==> src/rtl/core/pss_pkg.sv <==
// shared types and codes for the positional sequence store
package pss_pkg;

  // request codes
  localparam logic [3:0] REQ_INS_FIRST = 4'd0;
  localparam logic [3:0] REQ_INS_LAST  = 4'd1;
  localparam logic [3:0] REQ_INS_AT    = 4'd2;
  localparam logic [3:0] REQ_DEL_FIRST = 4'd3;
  localparam logic [3:0] REQ_DEL_LAST  = 4'd4;
  localparam logic [3:0] REQ_DEL_AT    = 4'd5;
  localparam logic [3:0] REQ_FIND_FIRST = 4'd6;
  localparam logic [3:0] REQ_FIND_LAST = 4'd7;
  localparam logic [3:0] REQ_COUNT_KEY = 4'd8;
  localparam logic [3:0] REQ_REVERSE   = 4'd9;

  // status codes
  localparam logic [2:0] ST_OK        = 3'd0;
  localparam logic [2:0] ST_EMPTY     = 3'd1;
  localparam logic [2:0] ST_BAD_POS   = 3'd2;
  localparam logic [2:0] ST_FULL      = 3'd3;
  localparam logic [2:0] ST_NOT_FOUND = 3'd4;

  // request word
  typedef struct packed {
    logic [3:0]         req_type;
    logic signed [31:0] value;
    logic [6:0]         position;
  } req_word_t;

  // response word
  typedef struct packed {
    logic [2:0]         status;
    logic signed [31:0] removed_value;
    logic [6:0]         found_position;
    logic [6:0]         match_count;
    logic [6:0]         entry_count;
  } rsp_word_t;

endpackage

==> src/rtl/core/pss_ram.sv <==
// generic single write port ram with registered read
module pss_ram #(
  parameter int WIDTH = 32,
  parameter int DEPTH = 64,
  localparam int AW = $clog2(DEPTH)
) (
  input  logic             clk,
  input  logic             we,
  input  logic [AW-1:0]    waddr,
  input  logic [WIDTH-1:0] wdata,
  input  logic [AW-1:0]    raddr,
  output logic [WIDTH-1:0] rdata
);

  logic [WIDTH-1:0] mem [DEPTH];

  // write and registered read
  always_ff @(posedge clk) begin
    if (we) begin
      mem[waddr] <= wdata;
    end
    rdata <= mem[raddr];
  end

endmodule

==> src/rtl/core/pss_ctrl.sv <==
// request sequencer: walks the entry ram for shifts, searches and reversal
module pss_ctrl #(
  parameter int DEPTH = 64,
  parameter int DATA_WIDTH = 32,
  localparam int AW = $clog2(DEPTH),
  localparam int CW = $clog2(DEPTH + 1)
) (
  input  logic                  clk,
  input  logic                  rst,
  input  logic                  in_valid,
  output logic                  in_stall,
  input  pss_pkg::req_word_t    in_data,
  input  logic                  res_free,
  output logic                  res_valid,
  output pss_pkg::rsp_word_t    res_data,
  output logic                  mem_we,
  output logic [AW-1:0]         mem_waddr,
  output logic [DATA_WIDTH-1:0] mem_wdata,
  output logic [AW-1:0]         mem_raddr,
  input  logic [DATA_WIDTH-1:0] mem_rdata
);

  localparam int PW = ((CW > 7) ? CW : 7) + 1;

  typedef enum logic [3:0] {
    S_IDLE, S_INS_SHIFT, S_INS_PUT, S_DEL_RD, S_DEL_GET, S_DEL_SHIFT,
    S_SRCH, S_REV_LO, S_REV_HI, S_REV_A, S_REV_B, S_REV_C, S_DONE
  } state_t;

  state_t                  state;
  logic [CW-1:0]           cnt;
  logic [CW-1:0]           ptr;
  logic [CW-1:0]           lim;
  logic [3:0]              req;
  logic [DATA_WIDTH-1:0]   key;
  logic [2:0]              status;
  logic [31:0]             removed;
  logic [CW-1:0]           hits;
  logic [CW-1:0]           where;
  logic                    pend;
  logic [AW-1:0]           pend_addr;
  logic                    chk;
  logic [CW-1:0]           chk_idx;
  logic [DATA_WIDTH-1:0]   tmp;

  logic                    accept;
  logic [PW-1:0]           pos_x;
  logic [PW-1:0]           cnt_x;
  logic [DATA_WIDTH-1:0]   in_key;
  logic                    put_we;
  logic [AW-1:0]           put_addr;
  logic [DATA_WIDTH-1:0]   put_data;

  assign in_stall = (state != S_IDLE);
  assign accept   = in_valid && (state == S_IDLE);
  assign pos_x    = PW'(in_data.position);
  assign cnt_x    = PW'(cnt);
  assign in_key   = DATA_WIDTH'($unsigned(in_data.value));

  // direct writes issued by the sequencer itself
  always_comb begin
    put_we   = 1'b0;
    put_addr = '0;
    put_data = key;
    unique case (state)
      S_INS_PUT: begin
        put_we   = 1'b1;
        put_addr = AW'(lim);
        put_data = key;
      end
      S_REV_B: begin
        put_we   = 1'b1;
        put_addr = AW'(ptr);
        put_data = mem_rdata;
      end
      S_REV_C: begin
        put_we   = 1'b1;
        put_addr = AW'(lim);
        put_data = tmp;
      end
      default: begin
        put_we = 1'b0;
      end
    endcase
  end

  // a pending shift write lands the word read in the previous cycle
  assign mem_we    = pend | put_we;
  assign mem_waddr = pend ? pend_addr : put_addr;
  assign mem_wdata = pend ? mem_rdata : put_data;

  // read address per state
  always_comb begin
    unique case (state)
      S_INS_SHIFT: mem_raddr = AW'(ptr - CW'(1));
      S_DEL_RD:    mem_raddr = AW'(ptr);
      S_DEL_SHIFT: mem_raddr = AW'(ptr + CW'(1));
      S_SRCH:      mem_raddr = AW'(ptr);
      S_REV_LO:    mem_raddr = AW'(ptr);
      S_REV_HI:    mem_raddr = AW'(lim);
      S_REV_A:     mem_raddr = AW'(lim);
      default:     mem_raddr = '0;
    endcase
  end

  // response word
  assign res_valid = (state == S_DONE) && res_free;
  always_comb begin
    res_data.status        = status;
    res_data.removed_value = removed;
    res_data.found_position =
      (req == pss_pkg::REQ_FIND_FIRST || req == pss_pkg::REQ_FIND_LAST) ? 7'(where) : 7'd0;
    res_data.match_count   = (req == pss_pkg::REQ_COUNT_KEY) ? 7'(hits) : 7'd0;
    res_data.entry_count   = 7'(cnt);
  end

  // sequencer
  always_ff @(posedge clk) begin
    if (rst) begin
      state <= S_IDLE;
      cnt   <= '0;
      pend  <= 1'b0;
      chk   <= 1'b0;
    end else begin
      pend <= 1'b0;
      chk  <= 1'b0;
      // compare the word read in the previous cycle
      if (chk && (mem_rdata == key)) begin
        hits <= hits + CW'(1);
        if (req == pss_pkg::REQ_FIND_LAST || where == '0) begin
          where <= chk_idx + CW'(1);
        end
      end
      unique case (state)
        S_IDLE: begin
          if (accept) begin
            req     <= in_data.req_type;
            key     <= in_key;
            status  <= pss_pkg::ST_OK;
            removed <= '0;
            hits    <= '0;
            where   <= '0;
            state   <= S_DONE;
            case (in_data.req_type) inside
              pss_pkg::REQ_INS_FIRST, pss_pkg::REQ_INS_LAST, pss_pkg::REQ_INS_AT: begin
                if (in_data.req_type == pss_pkg::REQ_INS_AT &&
                    (pos_x == '0 || pos_x > cnt_x + PW'(1))) begin
                  status <= pss_pkg::ST_BAD_POS;
                end else if (cnt == CW'(DEPTH)) begin
                  status <= pss_pkg::ST_FULL;
                end else begin
                  ptr   <= cnt;
                  state <= S_INS_SHIFT;
                  if (in_data.req_type == pss_pkg::REQ_INS_FIRST) begin
                    lim <= '0;
                  end else if (in_data.req_type == pss_pkg::REQ_INS_LAST) begin
                    lim <= cnt;
                  end else begin
                    lim <= CW'(pos_x - PW'(1));
                  end
                end
              end
              pss_pkg::REQ_DEL_FIRST, pss_pkg::REQ_DEL_LAST, pss_pkg::REQ_DEL_AT: begin
                if (cnt == '0) begin
                  status <= pss_pkg::ST_EMPTY;
                end else if (in_data.req_type == pss_pkg::REQ_DEL_AT &&
                             (pos_x == '0 || pos_x > cnt_x)) begin
                  status <= pss_pkg::ST_BAD_POS;
                end else begin
                  state <= S_DEL_RD;
                  if (in_data.req_type == pss_pkg::REQ_DEL_FIRST) begin
                    ptr <= '0;
                  end else if (in_data.req_type == pss_pkg::REQ_DEL_LAST) begin
                    ptr <= cnt - CW'(1);
                  end else begin
                    ptr <= CW'(pos_x - PW'(1));
                  end
                end
              end
              pss_pkg::REQ_FIND_FIRST, pss_pkg::REQ_FIND_LAST, pss_pkg::REQ_COUNT_KEY: begin
                if (cnt == '0) begin
                  status <= pss_pkg::ST_EMPTY;
                end else begin
                  ptr   <= '0;
                  state <= S_SRCH;
                end
              end
              pss_pkg::REQ_REVERSE: begin
                if (cnt == '0) begin
                  status <= pss_pkg::ST_EMPTY;
                end else begin
                  ptr   <= '0;
                  lim   <= cnt - CW'(1);
                  state <= S_REV_LO;
                end
              end
              default: begin
                status <= pss_pkg::ST_OK;
              end
            endcase
          end
        end
        // move entries up one place, top first
        S_INS_SHIFT: begin
          if (ptr > lim) begin
            pend      <= 1'b1;
            pend_addr <= AW'(ptr);
            ptr       <= ptr - CW'(1);
          end else begin
            state <= S_INS_PUT;
          end
        end
        S_INS_PUT: begin
          cnt   <= cnt + CW'(1);
          state <= S_DONE;
        end
        S_DEL_RD: begin
          state <= S_DEL_GET;
        end
        S_DEL_GET: begin
          removed <= 32'(mem_rdata);
          state   <= S_DEL_SHIFT;
        end
        // move entries down one place, bottom first
        S_DEL_SHIFT: begin
          if (ptr + CW'(1) < cnt) begin
            pend      <= 1'b1;
            pend_addr <= AW'(ptr);
            ptr       <= ptr + CW'(1);
          end else begin
            cnt   <= cnt - CW'(1);
            state <= S_DONE;
          end
        end
        S_SRCH: begin
          if (ptr < cnt) begin
            chk     <= 1'b1;
            chk_idx <= ptr;
            ptr     <= ptr + CW'(1);
          end else if (!chk) begin
            if (req != pss_pkg::REQ_COUNT_KEY && where == '0) begin
              status <= pss_pkg::ST_NOT_FOUND;
            end
            state <= S_DONE;
          end
        end
        // swap the outer pair, then step inward
        S_REV_LO: begin
          state <= (ptr < lim) ? S_REV_HI : S_DONE;
        end
        // low word arrives here, high word is read again in the next cycle
        S_REV_HI: begin
          tmp   <= mem_rdata;
          state <= S_REV_A;
        end
        S_REV_A: begin
          state <= S_REV_B;
        end
        S_REV_B: begin
          state <= S_REV_C;
        end
        S_REV_C: begin
          ptr   <= ptr + CW'(1);
          lim   <= lim - CW'(1);
          state <= S_REV_LO;
        end
        S_DONE: begin
          if (res_free) begin
            state <= S_IDLE;
          end
        end
        default: begin
          state <= S_IDLE;
        end
      endcase
    end
  end

`ifndef SYNTHESIS
  a_cnt_bound: assert property (@(posedge clk) disable iff (rst) cnt <= CW'(DEPTH))
    else $error("entry count above depth");
  a_idle_no_write: assert property (@(posedge clk) disable iff (rst)
    (state == S_IDLE) |-> !mem_we)
    else $error("ram write while idle");
  a_accept_busy: assert property (@(posedge clk) disable iff (rst)
    accept |=> in_stall)
    else $error("not busy after accepting a word");
`endif

endmodule

==> src/rtl/core/positional_sequence_store.sv <==
// top level of the positional sequence store
// An ordered list of up to DEPTH values held in one entry ram, with insert,
// delete, find, count and reverse requests addressed by 1-based position.
// Request channel: in_valid / in_stall / in_data; a word is taken on a
// rising edge with in_valid high and in_stall low. One request is worked at
// a time; in_stall stays high from acceptance until its response is loaded.
// Response channel: out_valid / out_stall / out_data, one word per request,
// held in an output register so the block returns to idle while it waits.
// Work per request grows with the entries stored: insert and delete move
// each entry from the slot upward one place, find and count read all
// stored entries, and reverse swaps outer pairs, stepping inward.
// Refused or unused requests touch no entry and go straight to the response.
// Reset (rst, synchronous) empties the list; ram contents are not cleared.
// A stalled response holds out_data; a finished request waits for the slot.
module positional_sequence_store #(
  parameter int DEPTH = 64,
  parameter int DATA_WIDTH = 32
) (
  input  logic               clk,
  input  logic               rst,
  input  logic               in_valid,
  output logic               in_stall,
  input  pss_pkg::req_word_t in_data,
  output logic               out_valid,
  input  logic               out_stall,
  output pss_pkg::rsp_word_t out_data
);

  localparam int AW = $clog2(DEPTH);

  logic                  res_free;
  logic                  res_valid;
  pss_pkg::rsp_word_t    res_data;
  logic                  mem_we;
  logic [AW-1:0]         mem_waddr;
  logic [DATA_WIDTH-1:0] mem_wdata;
  logic [AW-1:0]         mem_raddr;
  logic [DATA_WIDTH-1:0] mem_rdata;

  // entry storage
  pss_ram #(
    .WIDTH (DATA_WIDTH),
    .DEPTH (DEPTH)
  ) u_ram (
    .clk   (clk),
    .we    (mem_we),
    .waddr (mem_waddr),
    .wdata (mem_wdata),
    .raddr (mem_raddr),
    .rdata (mem_rdata)
  );

  // request sequencer
  pss_ctrl #(
    .DEPTH      (DEPTH),
    .DATA_WIDTH (DATA_WIDTH)
  ) u_ctrl (
    .clk       (clk),
    .rst       (rst),
    .in_valid  (in_valid),
    .in_stall  (in_stall),
    .in_data   (in_data),
    .res_free  (res_free),
    .res_valid (res_valid),
    .res_data  (res_data),
    .mem_we    (mem_we),
    .mem_waddr (mem_waddr),
    .mem_wdata (mem_wdata),
    .mem_raddr (mem_raddr),
    .mem_rdata (mem_rdata)
  );

  // output register
  assign res_free = !out_valid || !out_stall;

  always_ff @(posedge clk) begin
    if (rst) begin
      out_valid <= 1'b0;
    end else if (res_valid) begin
      out_valid <= 1'b1;
    end else if (!out_stall) begin
      out_valid <= 1'b0;
    end
  end

  always_ff @(posedge clk) begin
    if (res_valid) begin
      out_data <= res_data;
    end
  end

endmodule
==> config.mk <==
export PLATFORM = sky130hd
export DESIGN_NAME = positional_sequence_store
export DESIGN_NICKNAME = d
export VERILOG_FILES = /design/src/rtl/core/pss_pkg.sv /design/src/rtl/core/pss_ram.sv /design/src/rtl/core/pss_ctrl.sv /design/src/rtl/core/positional_sequence_store.sv
export SDC_FILE = /design/constraint.sdc
export NUM_CORES = 2
export LEC_CHECK = 0
export ABC_AREA = 1
export BUFFER_PORTS_ARGS = -buffer_cell sky130_fd_sc_hd__buf_2
export CAP_MARGIN = 15
export CORE_ASPECT_RATIO = 0.7
export CORE_MARGIN = 8
export CORE_UTILIZATION = 35
export DETAILED_ROUTE_END_ITERATION = 12
export RECOVER_POWER = 50
export SETUP_SLACK_MARGIN = 0.4
export SYNTH_ARGS = -nofsm -noshare
export SYNTH_HDL_FRONTEND = slang
export SYNTH_HIERARCHICAL = 1
export SYNTH_SLANG_ARGS = --single-unit
==> constraint.sdc <==
create_clock -name clk -period 10.8 [get_ports clk]
set_clock_uncertainty 0.1 [all_clocks]
set_input_delay 1.08 -clock clk [delete_from_list [all_inputs] [get_ports clk]]
set_output_delay 1.08 -clock clk [all_outputs]
set_load 0.02 [all_outputs]
# Word-level counts from Yosys, hierarchy flattened
# Memories as Yosys holds them, arrays and structs flattened. A register that Yosys moved wholly into a read port is not among the register bits.
# Cells that the tools add are included.
# Widths: inputs -> output; s select.
# totals
regBits	214
latchBits	0
mem_bits_rw	2048
romBits	0
inputBits	47
output_inout_bits	58
n_memories	1
# op_classes
addsub	9
mul	0
div_mod_pow	0
n_lt_le_gt_ge	6
eq_ne	47
n_shift	0
n_mux	87
bitwise	3
n_reduce_logical	43
# memory_table
memory	words	word_bits	rd	rd_ports_with_merged_regs	wr	line_no	rtl
u_ram.mem	64	32	1	1	1	pss_ram.sv:15	logic [WIDTH-1:0] mem [DEPTH];
# op_table
op	count
$mux 7	33
$pmux 32 s2	2
$mux 32	2
$mux 4	16
$pmux 4 s13	1
$eq 4x3->1 const B	10
$pmux 7 s5	1
$mux 3	11
$eq 32x32->1	1
$eq 4x4->1 const B	8
$add 7x1->7 const B	4
$pmux 7 s2	2
$sub 7x1->7 const B	4
$pmux 6 s2	2
$pmux 6 s4	1
$lt 7x7->1	3
$mux 6	3
$ne 3x3->1 const B	6
$eq 4x2->1 const B	4
$reduce_or 3->1	5
$gt 7x7->1	2
$logic_not 7->1	2
$ne 2x1->1 const B	7
$ne 4x4->1 const B	3
other kinds (27)	62

# Longest topological paths before layout
# depth
depth_word	9
mapped_depth	19
ltp_nobuf	19

# Hierarchy
# The synthesis kept the hierarchy.
# by_module_without_submodules
module	n_inst	cells_per_inst	area_per_inst_um2	seq_area_each_um2
pss_ram	1	6785	82785.6	62139.6
pss_ctrl	1	1142	9615.5	4584.4
positional_sequence_store	1	60	1720.4	1701.6

# Worst setup path after synthesis
# OpenSTA, ideal clock, no wires.
# synth_timing
path_kind	in2reg
from	input out_stall
to	register out_valid
setup_ns	0.081
arrival_time_ns	7.168
required_ns	10.619
slack_ns	3.452
path_stages	5
path_cell_list	nand2_2 > inv_1 > nor4_1 > inv_1 > a21oi_2
# synth_via
elab_chain_len	4
word_cells_on_any_way	5
cone_classes	eq/ne (1); mux (1); reduce/logical (3)
# synth_rtl
element	line_no	rtl
start, declared	positional_sequence_store.sv:25	input logic out_stall,
$logic_not 1->1 (*)	-	
$logic_or 1x1->1 (*)	positional_sequence_store.sv:74	assign res_free = !out_valid || !out_stall;
$logic_and 1x1->1 (*)	pss_ctrl.sv:107	assign res_valid = (state == S_DONE) && res_free;
net res_valid	positional_sequence_store.sv:32	logic res_valid;
$ne 2x1->1 (no line) / $mux 1 (equally long branches)	-	
end signal, assigned	positional_sequence_store.sv:78	out_valid <= 1'b0;
end signal, assigned	positional_sequence_store.sv:80	out_valid <= 1'b1;
end signal, assigned	positional_sequence_store.sv:82	out_valid <= 1'b0;
end, declared	positional_sequence_store.sv:24	output logic out_valid,
# The timed path passes the listed nets; every way through them passes the cells marked *.
# A chain may end at the register's enable or synchronous reset.

# Final worst setup path
# layout_timing
from	register u_ctrl.state[3]
to	memory u_ram.mem[13][20] (data pin)
# layout_via
elab_chain_len	3
word_cells_on_any_way	4
cone_classes	eq/ne (2); mux (2)
# layout_rtl
element	line_no	rtl
start, declared	pss_ctrl.sv:30	state_t state;
start signal, assigned	pss_ctrl.sv:249	state <= (ptr < lim) ? S_REV_HI : S_DONE;
$eq 4x4->1	pss_ctrl.sv:65	unique case (state)
$pmux 32 s2 (*)	pss_ctrl.sv:65	
$mux 32 (*)	pss_ctrl.sv:90	assign mem_wdata = pend ? mem_rdata : put_data;
net mem_wdata[20]	positional_sequence_store.sv:36	logic [DATA_WIDTH-1:0] mem_wdata;
end, declared	pss_ram.sv:15	
# Marked as above.

==> results by group <==
Critical path
  • Start point of the critical path: u_ctrl/state[3]
  • Crit path kind: flip-flop to flip-flop
  • Reg2Reg Capture Point: u_ram/mem[13][20]
  • Crit-path max FO: 33
  • RR Startpoint: u_ctrl/state[3]
  • CP endpoint: u_ram/mem[13][20]
  • Startpoint Class: flip-flop
  • CP endpoint kind: flip-flop
  • Critical path required time: 11260 ps
  • R2R depth: 8
  • Crit path arrival time: 8220 ps
  • R2r setup slk: 3040 ps

Routing
  • Detailed-route via count: 63600
  • Vias per cell: 5.45
  • Iteration-0 DRC Markers: 9530
  • Final wirelength: 291 mm
  • Wire per inst: 24.9 µm
  • DRC Markers: 0
  • Post-route antenna net violation count: 0
  • 1st-pass router iterations: 6

Placement
  • Placement Setup Slack: 5370 ps
  • Port buffer count: 104
  • Post-DP HPWL: 155 mm
  • Placer Congestion: 0.847

Clock network
  • TritonCTS Sinks: 2294
  • # Post-CTS Setup Buffers: 0
  • Hold-fix buffers at CTS: 0
  • Clock-pin slew on the worst setup and hold paths: 70 ps
  • Clock Latency Late Sink: 880 ps
  • CTS tree: yes
  • H-tree depth: 4
  • CTS root buf: clkbuf_16
  • TritonCTS buffer count: 207
  • Longest Clk Path Bufs: 4
  • Post-CTS sizing: 0

Power
  • Flop pwr share: 0.377
  • Clk pwr share: 0.240
  • Leak pwr: 36.3 nW
  • Sw Ratio: 0.419
  • PwrDens: 285 nW/µm²
  • Switching power: 12.5 mW
  • Internal: 17.4 mW
  • Comb power frac: 0.382
  • Maximum VDD drop: 297 µV

Logic synthesis
  • Sequential area share after synthesis: 0.727
  • Post-synth EDFFs: 2248
  • YS warnings: 6
  • Top FF cell, synth: edfxtp_1
  • Dominant cell type by area after synthesis: edfxtp_1
  • Synthesized area per cell: 11.8 µm²
  • Unique masters post-synth: 50
  • Async S/R FF share, synth: 0
  • #FFs+latches synth: 2294
  • Synth top area cells: edfxtp_1, nand3_1, nand2_1
  • Top cells by count, synth: nand2_1, edfxtp_1, nand3_1
  • Top-count cell post-synth: nand2_1
  • Yosys top cell area share: 0.717
  • Synth Cell Area: 94100 µm²
  • Mapped Cells: 7987
  • Syn Nets: 8075

Status
  • Violated checks: capacitance limit, slew limit
  • Status: finished, violations left

Timing
  • Fmax: 0.129 GHz
  • Worst Max-Slew Pin Slew: 5050 ps
  • Slew Limit Fails: 2237
  • Rel. slew slack: -2.40
  • Final period utilization: 0.719
  • Final hold vios: 0
  • Final setup fails: 0
  • Tmin final: 7760 ps
  • Setup_tns: 0 ps
  • Post-layout worst setup margin: 3040 ps
  • Unrepaired setup endpoints after global routing: false

Die
  • Die W: 636 µm
  • Die area: 286000 µm²
  • Site Rows: 159
  • Starting density of the core: 0.351
  • Io pins: 105
  • Die Y-Extent: 450 µm
  • CORE AREA: 268000 µm²

Global route
  • Number of global-route vias before repair: 59800
  • Global-route wire length before repair: 420 mm
  • Antenna violations before repair: 22
  • Global route total overflow: 0
  • Gr usage total: 0.195
  • Pin count of the biggest net entering global routing: 223

Finish
  • Register Area: 68400 µm²
  • Multi-input logic area: 23300 µm²
  • Synthesis-to-finish area growth: 11.4%
  • Fill count: 25400
  • Layout cell share with drive strength beyond 1: 0.0654
  • Nets: 8062

Job
  • Max Cap Viol: 37

Worst hold path
  • HP Class: input port to flip-flop
  • Cells on Worst Hold Path: 1
## power groups by stage
| stage | Clock [mW] | Combinational, mW | Sequential (mW) |
|---|---|---|---|
| floorplan | 0 | 6.72 | 11.2 |
| global placement | 0 | 11.1 | 11.3 |
| detailed placement | 0 | 11.2 | 11.3 |
| CTS | 7.26 | 11.3 | 11.1 |
| global route | 7.60 | 12.3 | 11.3 |
| finish | 7.19 | 11.4 | 11.3 |
## registers in the layout, indices dropped and copies added (netlist names), 32 cells and up
| name | count |
|---|---|
| out_data | 56 |
| u_ctrl/key | 32 |
| u_ctrl/removed | 32 |
| u_ctrl/tmp | 32 |
| u_ram/mem | 2048 |
| u_ram/rdata | 32 |
## cell families after synthesis
kind of cell    count (synthesis)  synth area share
compound gates                189            0.0120
xor+xnor                       45           0.00419
fa+ha+maj                      41           0.00545
buf+inv                       660            0.0330
flops                        2294             0.727
mux                             2          0.000213
simple gates                 4756             0.218
## how the worst min path moves through the flow
| stage | start | to | slack (ps) |
|---|---|---|---|
| finish | in_data[27] | u_ctrl/key[20] | 280 |
| global route | in_data[15] | u_ctrl/key[8] | 240 |
| CTS | in_data[15] | u_ctrl/key[8] | 230 |
| detailed placement | u_ctrl/removed[21] | out_data[42] | 310 |
| global placement | u_ctrl/removed[4] | out_data[25] | 310 |
| floorplan | u_ctrl/removed[0] | out_data[21] | 300 |
## layout make-up
cell class                 instances  share of cell area
clock buffer                     275              0.0530
multi-input combinational       5033               0.222
sequential                      2294               0.653
inverter                         183             0.00690
timing repair buffer             255              0.0151
antenna                            5            0.000119
clock inverter                    95             0.00764
tap                             3542              0.0423
## layer usage
layer | GRT usage | vias up | part of all wire
met1 | 0.295 | 31600 | 0.44
met2 | 0.279 | 3429 | 0.42
met3 | 0.0529 | 387 | 0.13
met4 | 0.0419 | 4 | 0.021
li1 | - | 28200 | -
met5 | 0 | - | 0.000072
## placed cells by master, fill, tap and decap left out, drive strengths merged, types with 3 or more instances in the layout
cell      instances
a21boi            3
a21oi            48
a22o             15
buf             143
bufinv           13
clkbuf          387
clkinv           75
clkinvlp          6
dfxtp            46
diode             5
edfxtp         2248
ha               41
inv             184
nand2          2520
nand3          1955
nand4            20
nor2            213
nor3             34
nor4              6
o2111ai           3
o211ai            9
o21ai            85
o221ai            9
o22ai             5
xnor2            19
xor2             26
## critical path, stage by stage, from the launching register on
cell and delay, ps:
dfxtp_1 420, inv_1 90, nor2_1 130, inv_1 150, nor2_1 600, nor2_4 20, clkbuf_1 940, o21ai_0 4140
buf_4 810
## per-stage QoR
stage          hold WS (ps)  instance area (µm²)  total power [mW]  utilization  cells
2_1_floorplan           300                94100              17.9            -   7987
3_3_place_gp            307                98900              22.5        0.369  11300
3_5_place_dp            306                98900              22.6        0.369  11300
4_1_cts                 235               105000              29.7        0.393  11700
5_1_grt                 241               105000              31.2        0.391  11700
6_report                284               105000              29.9        0.391  11700
Note: power is estimated with default switching activity, not from simulation.
